$ cat src/sv/bmhq_pkg.sv
// shared types and constants for the binary min-heap priority queue
// no dependencies; the interfaces, the sequencer and the top refer to this package by scoped names
package bmhq_pkg;

    localparam int KEY_W    = 32;
    localparam int TAG_W    = 16;
    localparam int CMD_W    = 2;
    localparam int SLOT_W   = 5;
    localparam int STATUS_W = 3;
    localparam int COUNT_W  = 5;
    localparam int ENTRY_W  = KEY_W + TAG_W;

    localparam logic [CMD_W-1:0] CMD_INSERT   = 2'd0;
    localparam logic [CMD_W-1:0] CMD_EXTRACT  = 2'd1;
    localparam logic [CMD_W-1:0] CMD_DECREASE = 2'd2;

    localparam logic [STATUS_W-1:0] ST_OK      = 3'd0;
    localparam logic [STATUS_W-1:0] ST_FULL    = 3'd1;
    localparam logic [STATUS_W-1:0] ST_EMPTY   = 3'd2;
    localparam logic [STATUS_W-1:0] ST_LARGER  = 3'd3;
    localparam logic [STATUS_W-1:0] ST_BADSLOT = 3'd4;

    typedef struct packed {
        logic signed [KEY_W-1:0] key;
        logic [TAG_W-1:0]        tag;
    } entry_t;

    typedef struct packed {
        logic [CMD_W-1:0]        cmd;
        logic signed [KEY_W-1:0] key;
        logic [TAG_W-1:0]        tag;
        logic [SLOT_W-1:0]       slot;
    } request_t;

    typedef struct packed {
        logic                    done;
        logic [STATUS_W-1:0]     status;
        logic signed [KEY_W-1:0] key;
        logic [TAG_W-1:0]        tag;
        logic [COUNT_W-1:0]      count;
    } result_t;

    typedef enum logic [3:0] {
        S_IDLE,
        S_UP_CHK,
        S_UP_CMP,
        S_EX_RD_ROOT,
        S_EX_RD_LAST,
        S_EX_TAKE,
        S_DN_CHK,
        S_DN_RDL,
        S_DN_RDR,
        S_DN_CMP,
        S_DK_RD,
        S_DK_CMP,
        S_FIN
    } state_t;

endpackage

$ cat src/sv/bmhq_req_if.sv
// request channel of the heap queue: valid/ready plus command payload
// depends on bmhq_pkg for field widths
interface bmhq_req_if;
    logic                              valid;
    logic                              ready;
    logic [bmhq_pkg::CMD_W-1:0]        cmd;
    logic signed [bmhq_pkg::KEY_W-1:0] key_value;
    logic [bmhq_pkg::TAG_W-1:0]        entry_tag;
    logic [bmhq_pkg::SLOT_W-1:0]       slot_index;

    modport source (output valid, cmd, key_value, entry_tag, slot_index, input ready);
    modport sink (input valid, cmd, key_value, entry_tag, slot_index, output ready);
endinterface

$ cat src/sv/bmhq_rsp_if.sv
// result channel of the heap queue: valid/ready plus result payload
// depends on bmhq_pkg for field widths
interface bmhq_rsp_if;
    logic                              valid;
    logic                              ready;
    logic [bmhq_pkg::STATUS_W-1:0]     status;
    logic signed [bmhq_pkg::KEY_W-1:0] out_key;
    logic [bmhq_pkg::TAG_W-1:0]        out_tag;
    logic [bmhq_pkg::COUNT_W-1:0]      entry_count;

    modport source (output valid, status, out_key, out_tag, entry_count, input ready);
    modport sink (input valid, status, out_key, out_tag, entry_count, output ready);
endinterface

$ cat src/sv/bmhq_ram.sv
// generic single-write, single-read ram with registered read data
// no dependencies
module bmhq_ram #(
    parameter int WIDTH = 48,
    parameter int DEPTH = 32
) (
    input  logic                     clk,
    input  logic                     we,
    input  logic [$clog2(DEPTH)-1:0] waddr,
    input  logic [WIDTH-1:0]         wdata,
    input  logic [$clog2(DEPTH)-1:0] raddr,
    output logic [WIDTH-1:0]         rdata
);

    logic [WIDTH-1:0] mem [DEPTH];
    logic [WIDTH-1:0] rdata_reg;

    always_ff @(posedge clk)
    begin
        if (we)
        begin
            mem[waddr] <= wdata;
        end
        rdata_reg <= mem[raddr];
    end

    assign rdata = rdata_reg;

endmodule

$ cat src/sv/bmhq_seq.sv
// heap sequencer: state machine, moving-entry registers and one shared key comparator
// depends on bmhq_pkg and bmhq_ram
module bmhq_seq #(
    parameter int HEAP_SLOTS = 32
) (
    input  logic               clk,
    input  logic               rst_n,
    input  logic               start,
    input  bmhq_pkg::request_t req,
    output logic               idle,
    input  logic               res_free,
    output bmhq_pkg::result_t  res
);

    localparam int AW = $clog2(HEAP_SLOTS);
    localparam int SW = (AW > bmhq_pkg::SLOT_W) ? AW : bmhq_pkg::SLOT_W;
    localparam logic [AW-1:0] CAP_C = AW'(HEAP_SLOTS - 1);
    localparam logic [AW-1:0] ROOT_C = AW'(1);

    bmhq_pkg::state_t state_reg, state_next;

    logic [AW-1:0]    cnt_reg, cnt_next;
    logic [AW-1:0]    pos_reg, pos_next;
    logic [AW-1:0]    cpos_reg, cpos_next;
    bmhq_pkg::entry_t item_reg, item_next;
    bmhq_pkg::entry_t child_reg, child_next;
    logic [bmhq_pkg::STATUS_W-1:0]     st_reg, st_next;
    logic signed [bmhq_pkg::KEY_W-1:0] rkey_reg, rkey_next;
    logic [bmhq_pkg::TAG_W-1:0]        rtag_reg, rtag_next;

    logic                         ram_we;
    logic [AW-1:0]                ram_waddr;
    logic [AW-1:0]                ram_raddr;
    bmhq_pkg::entry_t             ram_wdata;
    logic [bmhq_pkg::ENTRY_W-1:0] ram_rdata;
    bmhq_pkg::entry_t             rd_entry;

    logic signed [bmhq_pkg::KEY_W-1:0] cmp_a, cmp_b;
    logic lt;

    logic [AW:0] left_pos, right_pos, cnt_ext;
    logic [SW-1:0] slot_ext, cnt_slot;
    logic is_full, is_empty, slot_bad, at_root, no_left, has_right;

    bmhq_ram #(
        .WIDTH (bmhq_pkg::ENTRY_W),
        .DEPTH (HEAP_SLOTS)
    ) u_ram (
        .clk   (clk),
        .we    (ram_we),
        .waddr (ram_waddr),
        .wdata (ram_wdata),
        .raddr (ram_raddr),
        .rdata (ram_rdata)
    );

    assign rd_entry  = ram_rdata;
    assign left_pos  = {pos_reg, 1'b0};
    assign right_pos = {pos_reg, 1'b1};
    assign cnt_ext   = {1'b0, cnt_reg};
    assign slot_ext  = SW'(req.slot);
    assign cnt_slot  = SW'(cnt_reg);
    assign is_full   = (cnt_reg == CAP_C);
    assign is_empty  = (cnt_reg == '0);
    assign slot_bad  = (slot_ext == '0) || (slot_ext > cnt_slot);
    assign at_root   = (pos_reg == ROOT_C);
    assign no_left   = (left_pos > cnt_ext);
    assign has_right = (right_pos <= cnt_ext);

    // the one comparator; operands depend on which step is running
    always_comb
    begin
        cmp_a = item_reg.key;
        cmp_b = rd_entry.key;
        case (state_reg)
            bmhq_pkg::S_UP_CMP:
            begin
                cmp_a = item_reg.key;
                cmp_b = rd_entry.key;
            end
            bmhq_pkg::S_DK_CMP:
            begin
                cmp_a = rd_entry.key;
                cmp_b = item_reg.key;
            end
            bmhq_pkg::S_DN_RDR:
            begin
                cmp_a = rd_entry.key;
                cmp_b = child_reg.key;
            end
            bmhq_pkg::S_DN_CMP:
            begin
                cmp_a = child_reg.key;
                cmp_b = item_reg.key;
            end
            default:
            begin
                cmp_a = item_reg.key;
                cmp_b = rd_entry.key;
            end
        endcase
    end

    assign lt = (cmp_a < cmp_b);

    // next state
    always_comb
    begin
        state_next = state_reg;
        case (state_reg)
            bmhq_pkg::S_IDLE:
            begin
                if (start)
                begin
                    case (req.cmd)
                        bmhq_pkg::CMD_INSERT:
                            state_next = is_full ? bmhq_pkg::S_FIN : bmhq_pkg::S_UP_CHK;
                        bmhq_pkg::CMD_EXTRACT:
                            state_next = is_empty ? bmhq_pkg::S_FIN : bmhq_pkg::S_EX_RD_ROOT;
                        bmhq_pkg::CMD_DECREASE:
                            state_next = (is_empty || slot_bad) ? bmhq_pkg::S_FIN
                                                                : bmhq_pkg::S_DK_RD;
                        default:
                            state_next = bmhq_pkg::S_FIN;
                    endcase
                end
            end
            bmhq_pkg::S_UP_CHK:
                state_next = at_root ? bmhq_pkg::S_FIN : bmhq_pkg::S_UP_CMP;
            bmhq_pkg::S_UP_CMP:
                state_next = lt ? bmhq_pkg::S_UP_CHK : bmhq_pkg::S_FIN;
            bmhq_pkg::S_EX_RD_ROOT:
                state_next = bmhq_pkg::S_EX_RD_LAST;
            bmhq_pkg::S_EX_RD_LAST:
                state_next = bmhq_pkg::S_EX_TAKE;
            bmhq_pkg::S_EX_TAKE:
                state_next = bmhq_pkg::S_DN_CHK;
            bmhq_pkg::S_DN_CHK:
                state_next = no_left ? bmhq_pkg::S_FIN : bmhq_pkg::S_DN_RDL;
            bmhq_pkg::S_DN_RDL:
                state_next = has_right ? bmhq_pkg::S_DN_RDR : bmhq_pkg::S_DN_CMP;
            bmhq_pkg::S_DN_RDR:
                state_next = bmhq_pkg::S_DN_CMP;
            bmhq_pkg::S_DN_CMP:
                state_next = lt ? bmhq_pkg::S_DN_CHK : bmhq_pkg::S_FIN;
            bmhq_pkg::S_DK_RD:
                state_next = bmhq_pkg::S_DK_CMP;
            bmhq_pkg::S_DK_CMP:
                state_next = lt ? bmhq_pkg::S_FIN : bmhq_pkg::S_UP_CHK;
            bmhq_pkg::S_FIN:
                state_next = res_free ? bmhq_pkg::S_IDLE : bmhq_pkg::S_FIN;
            default:
                state_next = bmhq_pkg::S_IDLE;
        endcase
    end

    // ram control and result
    always_comb
    begin
        ram_we     = 1'b0;
        ram_waddr  = pos_reg;
        ram_wdata  = item_reg;
        ram_raddr  = pos_reg;
        idle       = (state_reg == bmhq_pkg::S_IDLE);
        res.done   = 1'b0;
        res.status = st_reg;
        res.key    = rkey_reg;
        res.tag    = rtag_reg;
        res.count  = cnt_slot[bmhq_pkg::COUNT_W-1:0];
        case (state_reg)
            bmhq_pkg::S_UP_CHK:
            begin
                if (at_root)
                begin
                    ram_we = 1'b1;
                end
                else
                begin
                    ram_raddr = pos_reg >> 1;
                end
            end
            bmhq_pkg::S_UP_CMP:
            begin
                // parent moves down into the hole, or the entry settles here
                ram_we = 1'b1;
                if (lt)
                begin
                    ram_wdata = rd_entry;
                end
            end
            bmhq_pkg::S_EX_RD_ROOT:
                ram_raddr = ROOT_C;
            bmhq_pkg::S_EX_RD_LAST:
                ram_raddr = cnt_reg;
            bmhq_pkg::S_DN_CHK:
            begin
                if (no_left)
                begin
                    ram_we = 1'b1;
                end
                else
                begin
                    ram_raddr = left_pos[AW-1:0];
                end
            end
            bmhq_pkg::S_DN_RDL:
                ram_raddr = right_pos[AW-1:0];
            bmhq_pkg::S_DN_CMP:
            begin
                ram_we = 1'b1;
                if (lt)
                begin
                    ram_wdata = child_reg;
                end
            end
            bmhq_pkg::S_DK_RD:
                ram_raddr = pos_reg;
            bmhq_pkg::S_FIN:
                res.done = res_free;
            default:
            begin
                ram_we = 1'b0;
            end
        endcase
    end

    // datapath registers
    always_comb
    begin
        cnt_next   = cnt_reg;
        pos_next   = pos_reg;
        cpos_next  = cpos_reg;
        item_next  = item_reg;
        child_next = child_reg;
        st_next    = st_reg;
        rkey_next  = rkey_reg;
        rtag_next  = rtag_reg;
        case (state_reg)
            bmhq_pkg::S_IDLE:
            begin
                if (start)
                begin
                    st_next   = bmhq_pkg::ST_OK;
                    rkey_next = '0;
                    rtag_next = '0;
                    case (req.cmd)
                        bmhq_pkg::CMD_INSERT:
                        begin
                            if (is_full)
                            begin
                                st_next = bmhq_pkg::ST_FULL;
                            end
                            else
                            begin
                                cnt_next       = cnt_reg + AW'(1);
                                pos_next       = cnt_reg + AW'(1);
                                item_next.key  = req.key;
                                item_next.tag  = req.tag;
                                rkey_next      = req.key;
                                rtag_next      = req.tag;
                            end
                        end
                        bmhq_pkg::CMD_EXTRACT:
                        begin
                            if (is_empty)
                            begin
                                st_next = bmhq_pkg::ST_EMPTY;
                            end
                        end
                        bmhq_pkg::CMD_DECREASE:
                        begin
                            if (is_empty)
                            begin
                                st_next = bmhq_pkg::ST_EMPTY;
                            end
                            else if (slot_bad)
                            begin
                                st_next = bmhq_pkg::ST_BADSLOT;
                            end
                            else
                            begin
                                pos_next      = slot_ext[AW-1:0];
                                item_next.key = req.key;
                            end
                        end
                        default:
                        begin
                            st_next = bmhq_pkg::ST_OK;
                        end
                    endcase
                end
            end
            bmhq_pkg::S_UP_CMP:
            begin
                if (lt)
                begin
                    pos_next = pos_reg >> 1;
                end
            end
            bmhq_pkg::S_EX_RD_LAST:
            begin
                rkey_next = rd_entry.key;
                rtag_next = rd_entry.tag;
            end
            bmhq_pkg::S_EX_TAKE:
            begin
                item_next = rd_entry;
                cnt_next  = cnt_reg - AW'(1);
                pos_next  = ROOT_C;
            end
            bmhq_pkg::S_DN_RDL:
            begin
                child_next = rd_entry;
                cpos_next  = left_pos[AW-1:0];
            end
            bmhq_pkg::S_DN_RDR:
            begin
                // right child wins only when strictly smaller than the left
                if (lt)
                begin
                    child_next = rd_entry;
                    cpos_next  = right_pos[AW-1:0];
                end
            end
            bmhq_pkg::S_DN_CMP:
            begin
                if (lt)
                begin
                    pos_next = cpos_reg;
                end
            end
            bmhq_pkg::S_DK_CMP:
            begin
                if (lt)
                begin
                    st_next = bmhq_pkg::ST_LARGER;
                end
                else
                begin
                    rkey_next     = rd_entry.key;
                    rtag_next     = rd_entry.tag;
                    item_next.tag = rd_entry.tag;
                end
            end
            default:
            begin
                cnt_next = cnt_reg;
            end
        endcase
    end

    always_ff @(posedge clk or negedge rst_n)
    begin
        if (!rst_n)
        begin
            state_reg <= bmhq_pkg::S_IDLE;
            cnt_reg   <= '0;
        end
        else
        begin
            state_reg <= state_next;
            cnt_reg   <= cnt_next;
        end
    end

    always_ff @(posedge clk)
    begin
        pos_reg   <= pos_next;
        cpos_reg  <= cpos_next;
        item_reg  <= item_next;
        child_reg <= child_next;
        st_reg    <= st_next;
        rkey_reg  <= rkey_next;
        rtag_reg  <= rtag_next;
    end

    a_idle_no_write: assert property (@(posedge clk) disable iff (!rst_n)
        (state_reg == bmhq_pkg::S_IDLE) |-> !ram_we)
        else $error("heap ram written while idle");

    a_count_cap: assert property (@(posedge clk) disable iff (!rst_n)
        cnt_reg <= CAP_C)
        else $error("entry count above capacity");

    a_sift_up_step: assert property (@(posedge clk) disable iff (!rst_n)
        (state_reg == bmhq_pkg::S_UP_CMP && lt) |=> (pos_reg == ($past(pos_reg) >> 1)))
        else $error("sift up did not move to parent");

    a_count_holds: assert property (@(posedge clk) disable iff (!rst_n)
        (state_reg != bmhq_pkg::S_IDLE && state_reg != bmhq_pkg::S_EX_TAKE)
            |=> $stable(cnt_reg))
        else $error("entry count changed outside its update points");

    a_done_in_fin: assert property (@(posedge clk) disable iff (!rst_n)
        res.done |-> (state_reg == bmhq_pkg::S_FIN))
        else $error("result issued outside finish step");

endmodule

$ cat src/sv/binary_min_heap_queue.sv
// channel   dir  payload                                   handshake
// req       in   cmd, key_value, entry_tag, slot_index     valid/ready
// rsp       out  status, out_key, out_tag, entry_count     valid/ready
//
// one request at a time; ready is high only while the sequencer is idle
// insert, decrease: check and compare steps per level climbed; errors go to finish
// extract: root and last reads, then check, left read, right read if any, compare per level
// reset clears state, count, out valid only; heap slots are written before they are read
// the sequencer holds in its finish step while the output register is full and not taken
// depends on bmhq_pkg, bmhq_req_if, bmhq_rsp_if, bmhq_seq
module binary_min_heap_queue #(
    parameter int HEAP_SLOTS = 32
) (
    input logic        clk,
    input logic        rst_n,
    bmhq_req_if.sink   req,
    bmhq_rsp_if.source rsp
);

    bmhq_pkg::request_t seq_req;
    bmhq_pkg::result_t  seq_res;
    logic               seq_idle;
    logic               res_free;
    logic               start;

    logic                              out_valid_reg;
    logic [bmhq_pkg::STATUS_W-1:0]     status_reg;
    logic signed [bmhq_pkg::KEY_W-1:0] key_reg;
    logic [bmhq_pkg::TAG_W-1:0]        tag_reg;
    logic [bmhq_pkg::COUNT_W-1:0]      count_reg;

    assign seq_req.cmd  = req.cmd;
    assign seq_req.key  = req.key_value;
    assign seq_req.tag  = req.entry_tag;
    assign seq_req.slot = req.slot_index;

    assign req.ready = seq_idle;
    assign start     = req.valid && seq_idle;
    assign res_free  = !out_valid_reg || rsp.ready;

    bmhq_seq #(
        .HEAP_SLOTS (HEAP_SLOTS)
    ) u_seq (
        .clk      (clk),
        .rst_n    (rst_n),
        .start    (start),
        .req      (seq_req),
        .idle     (seq_idle),
        .res_free (res_free),
        .res      (seq_res)
    );

    always_ff @(posedge clk or negedge rst_n)
    begin
        if (!rst_n)
        begin
            out_valid_reg <= 1'b0;
        end
        else if (seq_res.done)
        begin
            out_valid_reg <= 1'b1;
        end
        else if (rsp.ready)
        begin
            out_valid_reg <= 1'b0;
        end
    end

    always_ff @(posedge clk)
    begin
        if (seq_res.done)
        begin
            status_reg <= seq_res.status;
            key_reg    <= seq_res.key;
            tag_reg    <= seq_res.tag;
            count_reg  <= seq_res.count;
        end
    end

    assign rsp.valid       = out_valid_reg;
    assign rsp.status      = status_reg;
    assign rsp.out_key     = key_reg;
    assign rsp.out_tag     = tag_reg;
    assign rsp.entry_count = count_reg;

endmodule
$ cat src/flat_wrapper.sv
// flat-port wrapper written by rule: the top's interface ports become plain ports
module binary_min_heap_queue_flat 
#(
    parameter int HEAP_SLOTS = 32
)
  (clk, rst_n, req_valid, req_cmd, req_key_value, req_entry_tag, req_slot_index, req_ready, rsp_valid, rsp_status, rsp_out_key, rsp_out_tag, rsp_entry_count, rsp_ready);
  bmhq_req_if req_i ();
  bmhq_rsp_if rsp_i ();
  input logic clk;
  input logic rst_n;
  input wire logic [$bits(req_i.valid)-1:0] req_valid;
  input wire logic [$bits(req_i.cmd)-1:0] req_cmd;
  input wire logic [$bits(req_i.key_value)-1:0] req_key_value;
  input wire logic [$bits(req_i.entry_tag)-1:0] req_entry_tag;
  input wire logic [$bits(req_i.slot_index)-1:0] req_slot_index;
  output wire logic [$bits(req_i.ready)-1:0] req_ready;
  output wire logic [$bits(rsp_i.valid)-1:0] rsp_valid;
  output wire logic [$bits(rsp_i.status)-1:0] rsp_status;
  output wire logic [$bits(rsp_i.out_key)-1:0] rsp_out_key;
  output wire logic [$bits(rsp_i.out_tag)-1:0] rsp_out_tag;
  output wire logic [$bits(rsp_i.entry_count)-1:0] rsp_entry_count;
  input wire logic [$bits(rsp_i.ready)-1:0] rsp_ready;
  assign req_i.valid = req_valid;
  assign req_i.cmd = req_cmd;
  assign req_i.key_value = req_key_value;
  assign req_i.entry_tag = req_entry_tag;
  assign req_i.slot_index = req_slot_index;
  assign req_ready = req_i.ready;
  assign rsp_valid = rsp_i.valid;
  assign rsp_status = rsp_i.status;
  assign rsp_out_key = rsp_i.out_key;
  assign rsp_out_tag = rsp_i.out_tag;
  assign rsp_entry_count = rsp_i.entry_count;
  assign rsp_i.ready = rsp_ready;
  binary_min_heap_queue #(.HEAP_SLOTS(HEAP_SLOTS)) u_core (.clk(clk), .rst_n(rst_n), .req(req_i), .rsp(rsp_i));
endmodule
$ cat config.mk
export PLATFORM = sky130hd
export DESIGN_NAME = binary_min_heap_queue_flat
export DESIGN_NICKNAME = d
export VERILOG_FILES = /design/src/sv/bmhq_pkg.sv /design/src/sv/bmhq_req_if.sv /design/src/sv/bmhq_rsp_if.sv /design/src/sv/bmhq_ram.sv /design/src/sv/bmhq_seq.sv /design/src/sv/binary_min_heap_queue.sv /design/src/flat_wrapper.sv
export SDC_FILE = /design/constraint.sdc
export NUM_CORES = 2
export LEC_CHECK = 0
export BUFFER_PORTS_ARGS = -buffer_cell sky130_fd_sc_hd__buf_2
export CAP_MARGIN = 20
export CORE_AREA = 2 2 407 409
export CTS_CLUSTER_DIAMETER = 120
export DETAILED_ROUTE_END_ITERATION = 7
export DIE_AREA = 0 0 409 411
export GPL_ROUTABILITY_DRIVEN = 1
export SLEW_MARGIN = 20
export SYNTH_ARGS = -nofsm -noshare
export SYNTH_HDL_FRONTEND = slang
export SYNTH_HIERARCHICAL = 1
export SYNTH_SLANG_ARGS = --single-unit
$ cat constraint.sdc
create_clock -name clk -period 12.5 [get_ports clk]
set_input_delay 2.5 -clock clk [delete_from_list [all_inputs] [get_ports clk]]
set_output_delay 2.5 -clock clk [all_outputs]
set_load 0.05 [all_outputs]
Yosys cells after proc, flatten, opt, wreduce, memory -nomap -nowiden:

Memory sizes are Yosys's and may differ from the RTL's. A register that Yosys moved wholly into a read port is not among the register bits.
Cells that the tools add are included.

* add/subtract/negate cells: 2
* $lt $le $gt $ge: 4
* equal/unequal tests: 28
* multiplexer cells: 70
* reductions and logical operators: 26

Operator list (count)
* 32-bit case mux with 2 select lines: 4
* 48-bit 2-to-1 mux: 5
* 32-bit 2-to-1 mux: 6
* 48-bit case mux with 2 select lines: 2
* 16-bit case mux with 3 select lines: 2
* 32-bit case mux with 3 select lines: 1
* 16-bit 2-to-1 mux: 5
* 5-bit 2-to-1 mux: 11
* 4-bit case mux with 13 select lines: 1
* 4-bit 2-to-1 mux: 9
* 32-bit less-than comparator: 1
* 5-bit case mux with 2 select lines: 3
* 5-bit case mux with 5 select lines: 1
* 4-bit equality test, second input constant: 5
* 5-bit case mux with 4 select lines: 1
* 4-bit by 3-bit equality test with 1-bit output, second input constant: 4
* 2-bit inequality test, second input constant: 8
* 3-bit 2-to-1 mux: 5
* 3-bit inequality test, second input constant: 4
* 4-bit case mux with 3 select lines: 1
* 5-bit logical NOT: 2
* 1-bit 2-to-1 mux: 9
* 3-bit case mux with 3 select lines: 1
* 4-bit by 2-bit equality test with 1-bit output, second input constant: 2
* other kinds (28): 37

* bits in registers: 223
* RAM bits: 1536
* bits of input ports: 59
* output and inout bits: 58
* logic and storage cells: 147
* memories kept: 1

Memories
* u_core.u_seq.u_ram.mem: depth 32, width 48, read ports 1, clocked after memory_dff 1, write ports 1, line bmhq_ram.sv:15 `logic [WIDTH-1:0] mem [DEPTH];`

Logic depth before layout (Yosys ltp):

* depth after elaboration: 7
* gate-level depth with buffers: 18
* mapped depth without buffers: 14

By module:

The synthesis kept the hierarchy.

Modules (own cells, without submodules)
* bmhq_ram: times used 1, cells each 3364, area each 60724.5 um^2, sequential area each 47085.2 um^2
* bmhq_seq: times used 1, cells each 1181, area each 10656.5 um^2, sequential area each 4939.7 um^2
* binary_min_heap_queue: times used 1, cells each 60, area each 1735.4 um^2, sequential area each 1706.6 um^2

Worst setup path before layout:

OpenSTA, ideal clock, no wires.

* kind: register to register
* start point: register u_core.u_seq.state_reg[3]
* end point: register u_core/u_seq/child_reg[0] in the netlist's numbering, enable pin
* library setup time: 0.542 ns
* arrival time: 7.197 ns
* required time: 11.958 ns
* setup slack: 4.761 ns
* stages on the path, launching flop included: 16
* path buffers: 4
* clock period less this slack: 7.739 ns
* cells stage by stage: dfrtp_1 -> nand2b_1 -> clkbuf_1 -> clkbuf_1 -> clkbuf_1 -> a22o_1 -> a21oi_1 -> ha_1 -> and4_1 -> nand4_1 -> or3_1 -> o32ai_2 -> o21a_2 -> nor2_2 -> buf_2 -> o31ai_1

* cells in the longest elaborated chain, start to end: 6
* elaborated cells on any way between the ends: 12
* those cells by class: order compare: 1; eq/ne: 5; mux: 2; reduce/logical: 4

RTL lines
* start, declared: line bmhq_seq.sv:20 `bmhq_pkg::state_t state_reg, state_next;`
* start signal, assigned: line bmhq_seq.sv:356 `state_reg <= bmhq_pkg::S_IDLE;`
* start signal, assigned: line bmhq_seq.sv:361 `state_reg <= state_next;`
* 4-bit equality test, on equally long branches: line bmhq_seq.sv:75, bmhq_seq.sv:238
* 2-bit OR reduction (no line)
* 32-bit case mux with 2 select lines: line bmhq_seq.sv:75 `case (state_reg)`
* 32-bit less-than comparator: line bmhq_seq.sv:104 `assign lt = (cmp_a < cmp_b);`
* 2-bit inequality test (no line)
* 2-bit AND reduction (no line) (*)
* end signal, assigned: line bmhq_seq.sv:371 `child_reg <= child_next;`
* end, declared: line bmhq_seq.sv:26 `bmhq_pkg::entry_t child_reg, child_next;`

Mark *: on every way between the ends. The rest lies on a longest branch, timed or not.
A chain may end at the register's enable or synchronous reset.

==> impl_metrics.ini <==
[run_status]
run_status = complete, no violations

[clock_tree]
cts_setup_buffers = 0
cts_tree = done
cts_buffers = 175
cts-root-buf = clkbuf_16
clkTransAtPathRegs_ns = 0.06
cts_htree_levels = 4
post_cts_resized = 0
cts_hold_buffers = 0
insertion_delay_ns = 0.83
clock-sinks = 1807
clockBufferDepth = 3

[global_routing]
grt_pass1_vias = 39642
grt_pass1_wl_um = 296000
grtUsageTotal_pct = 24.7
overflow = 0
antenna_found_initial = 6
grt_max_degree = 124

[hold_path]
hold-path-endpoint = u_core/rsp.out_tag[10]
worstHoldPathCells = 0
worstHoldPathType = flip-flop to flip-flop
worstHoldStart = u_core/u_seq/rtag_reg[10]

[worst_setup_path]
reg2reg_from = u_core/u_seq/state_reg[2]
rrSetupSlack_ns = 5.84
cp_max_fo = 38
worstPathRequired_ns = 13.01
r2r_cells = 15
crit_type = flip-flop to flip-flop
cp-end-kind = flip-flop
cp-start-kind = flip-flop
crit_arrival_ns = 7.17
r2r-end = u_core/u_seq/u_ram/mem[5][7]

[logic_synthesis]
yosys-top-cells-count = edfxtp_1, mux2i_1, nand2_1
synth_cell_types = 68
syn-num-nets = 4708
synth_edf_count = 1749
async_flop_share_pct = 0.553
yosys.area.top_type = edfxtp_1
avgSynthCellArea_um2 = 15.9
yosysWarnings = 6
synth-seq-cells = 1807
synthTopCellsByArea = edfxtp_1, mux2i_1, nand2_1, a22oi_1, a21oi_1
synth_top_area_share_pct = 71.8
ys.flop_type = edfxtp_1
synth-seq-area-share_pct = 73.5
syn_area_um2 = 73100
syn_inst = 4605
synth.most_common_cell = edfxtp_1

[power]
power_density_nw_per_um2 = 270
p_leak_nw = 28.0
peakVddDrop_mv = 0.533

[layout]
fill_cells = 13354
diodes = 0
largest-register = u_core/u_seq/u_ram/mem
drive_above_1_share_pct = 12.3
area_growth_pct = 13.0
largest_reg_flops = 1536
final_cell_area_um2 = 82600
layout.nets = 4813

[timing]
maxSlewHeadroom_pct = 20.0
maxSlewViolCount = 0
fin_crit_sh_pct = 53.3
final-hold-violation-count = 0
worst_hold_slack_ns = 0.417
finalSetupViolCount = 0
rsz0062_at_grt = no
final.min_clock_period_ns = 6.66
tns_ns = 0
fin_skew_ns = 0.0357
clock.fmax_ghz = 0.150
tightestPinTransition_ns = 1.20

[die]
start_util_pct = 44.6
die_w_um = 409
fp.dieH_um = 411
rows = 149
die_area_um2 = 168000
coreArea_um2 = 164000
pin_count = 117

[placed_design]
gp_congestion = 0.920
dp_hpwl_um = 110000
io_buffers = 116
placed_area_um2 = 76200

[drt]
routed_wirelength_um = 212000
first_pass_iters = 5
antenna_left = 0
vias = 42661
top_layer_used = met5
wl_met2_um = 96400
avgRoutedWirePerCell_um = 30.0
drtIter0Drc = 5495
wl_met3_um = 19100
via_per_inst = 6.05
wl_met1_um = 89900
drcViolationCount = 0

[job]
drv_cap = 0
## worst max path at each step
stage                                    startpoint                             end  cells past startpoint
final                     u_core/u_seq/state_reg[2]    u_core/u_seq/u_ram/mem[5][7]                     15
after global placement    u_core/u_seq/state_reg[2]   u_core/u_seq/u_ram/mem[1][12]                     15
after global routing      u_core/u_seq/state_reg[2]   u_core/u_seq/u_ram/mem[25][4]                     15
after CTS                 u_core/u_seq/state_reg[2]  u_core/u_seq/u_ram/mem[31][12]                     15
after floorplan           u_core/u_seq/state_reg[3]       u_core/u_seq/child_reg[0]                     15
after detailed placement  u_core/u_seq/state_reg[2]    u_core/u_seq/u_ram/mem[6][9]                     15
## report_power, final
group	switching, mW	internal [mW]
logic	5.79	2.87
registers	0.449	7.89
clock network	2.25	3.04
total	8.50	13.8
## layer usage
metal	GRT usage, %	vias up
met1	36.0	21952
met2	38.0	2139
met4	7.97	2
met5	0	-
met3	4.03	341
li1	-	18227
## cell usage in the layout, fill, tap and decap left out, types with 5 or more instances in the layout
master     instances
edfxtp_1        1749
mux2i_1          772
nand2_1          433
a21oi_1          226
a22oi_1          199
nand3_1          190
clkbuf_16        179
o21ai_0          128
a22o_1           128
buf_2            116
buf_4             84
nor2_1            55
a31oi_1           53
nor3_1            50
dfxtp_1           48
o2bb2ai_4         47
ha_1              44
clkbuf_1          41
nor2_4            37
clkinv_1          28
clkinv_2          28
clkbuf_8          23
mux2_2            16
inv_1             15
bufinv_16         13
dfrtp_1           10
nor2b_1            8
and3_1             8
a211oi_1           7
nand4_1            6
a221o_1            5
xnor2_1            5
nand3b_1           5
## final cells by class
| class | instances | area (um2) | share of cell area [%] |
|---|---|---|---|
| timing repair buffer | 207 | 1340 | 1.62 |
| sequential | 1807 | 53700 | 65.0 |
| clock buffer | 243 | 4950 | 5.99 |
| multi-input combinational | 2503 | 19000 | 23.0 |
| inverter | 16 | 60.1 | 0.0727 |
| clock inverter | 84 | 827 | 1.00 |
| tap | 2189 | 2740 | 3.31 |
## critical path: stages (launching register included)
cell and delay [ns]:
dfrtp_1 0.60, nand2b_2 0.65, buf_4 0.44, nor2_2 0.51, buf_4 0.39, a22o_1 0.18, a21oi_1 0.04, ha_1 0.32
and4_1 0.23, nand4_1 0.16, or3_1 0.35, o32ai_2 0.38, nor3_2 0.17, o22ai_4 0.56, buf_4 0.85, o2bb2ai_4 0.39
## through the flow
| step | setup WS (ns) | cells | util (%) | total power [mW] |
|---|---|---|---|---|
| floorplan | 4.76 | 4605 | - | 14.2 |
| global placement | 6.26 | 6719 | 46.5 | 16.7 |
| detailed placement | 6.12 | 6719 | 46.5 | 16.8 |
| CTS | 6.11 | 7046 | 50.0 | 22.1 |
| global route | 5.62 | 7049 | 50.4 | 23.2 |
| finish | 5.84 | 7049 | 50.4 | 22.3 |
## kinds of logic (layout without fill, tap and decap cells)
family,after synthesis,in the layout,share of synthesized area [%]
buf+inv,295,550,2.29
flops,1807,1807,73.5
xor+xnor,5,5,0.0599
fa+ha+maj,44,44,0.753
simple gates,830,830,4.95
mux,788,788,10.8
compound gates,836,836,7.65
Note: power is estimated with default switching activity, not from simulation.
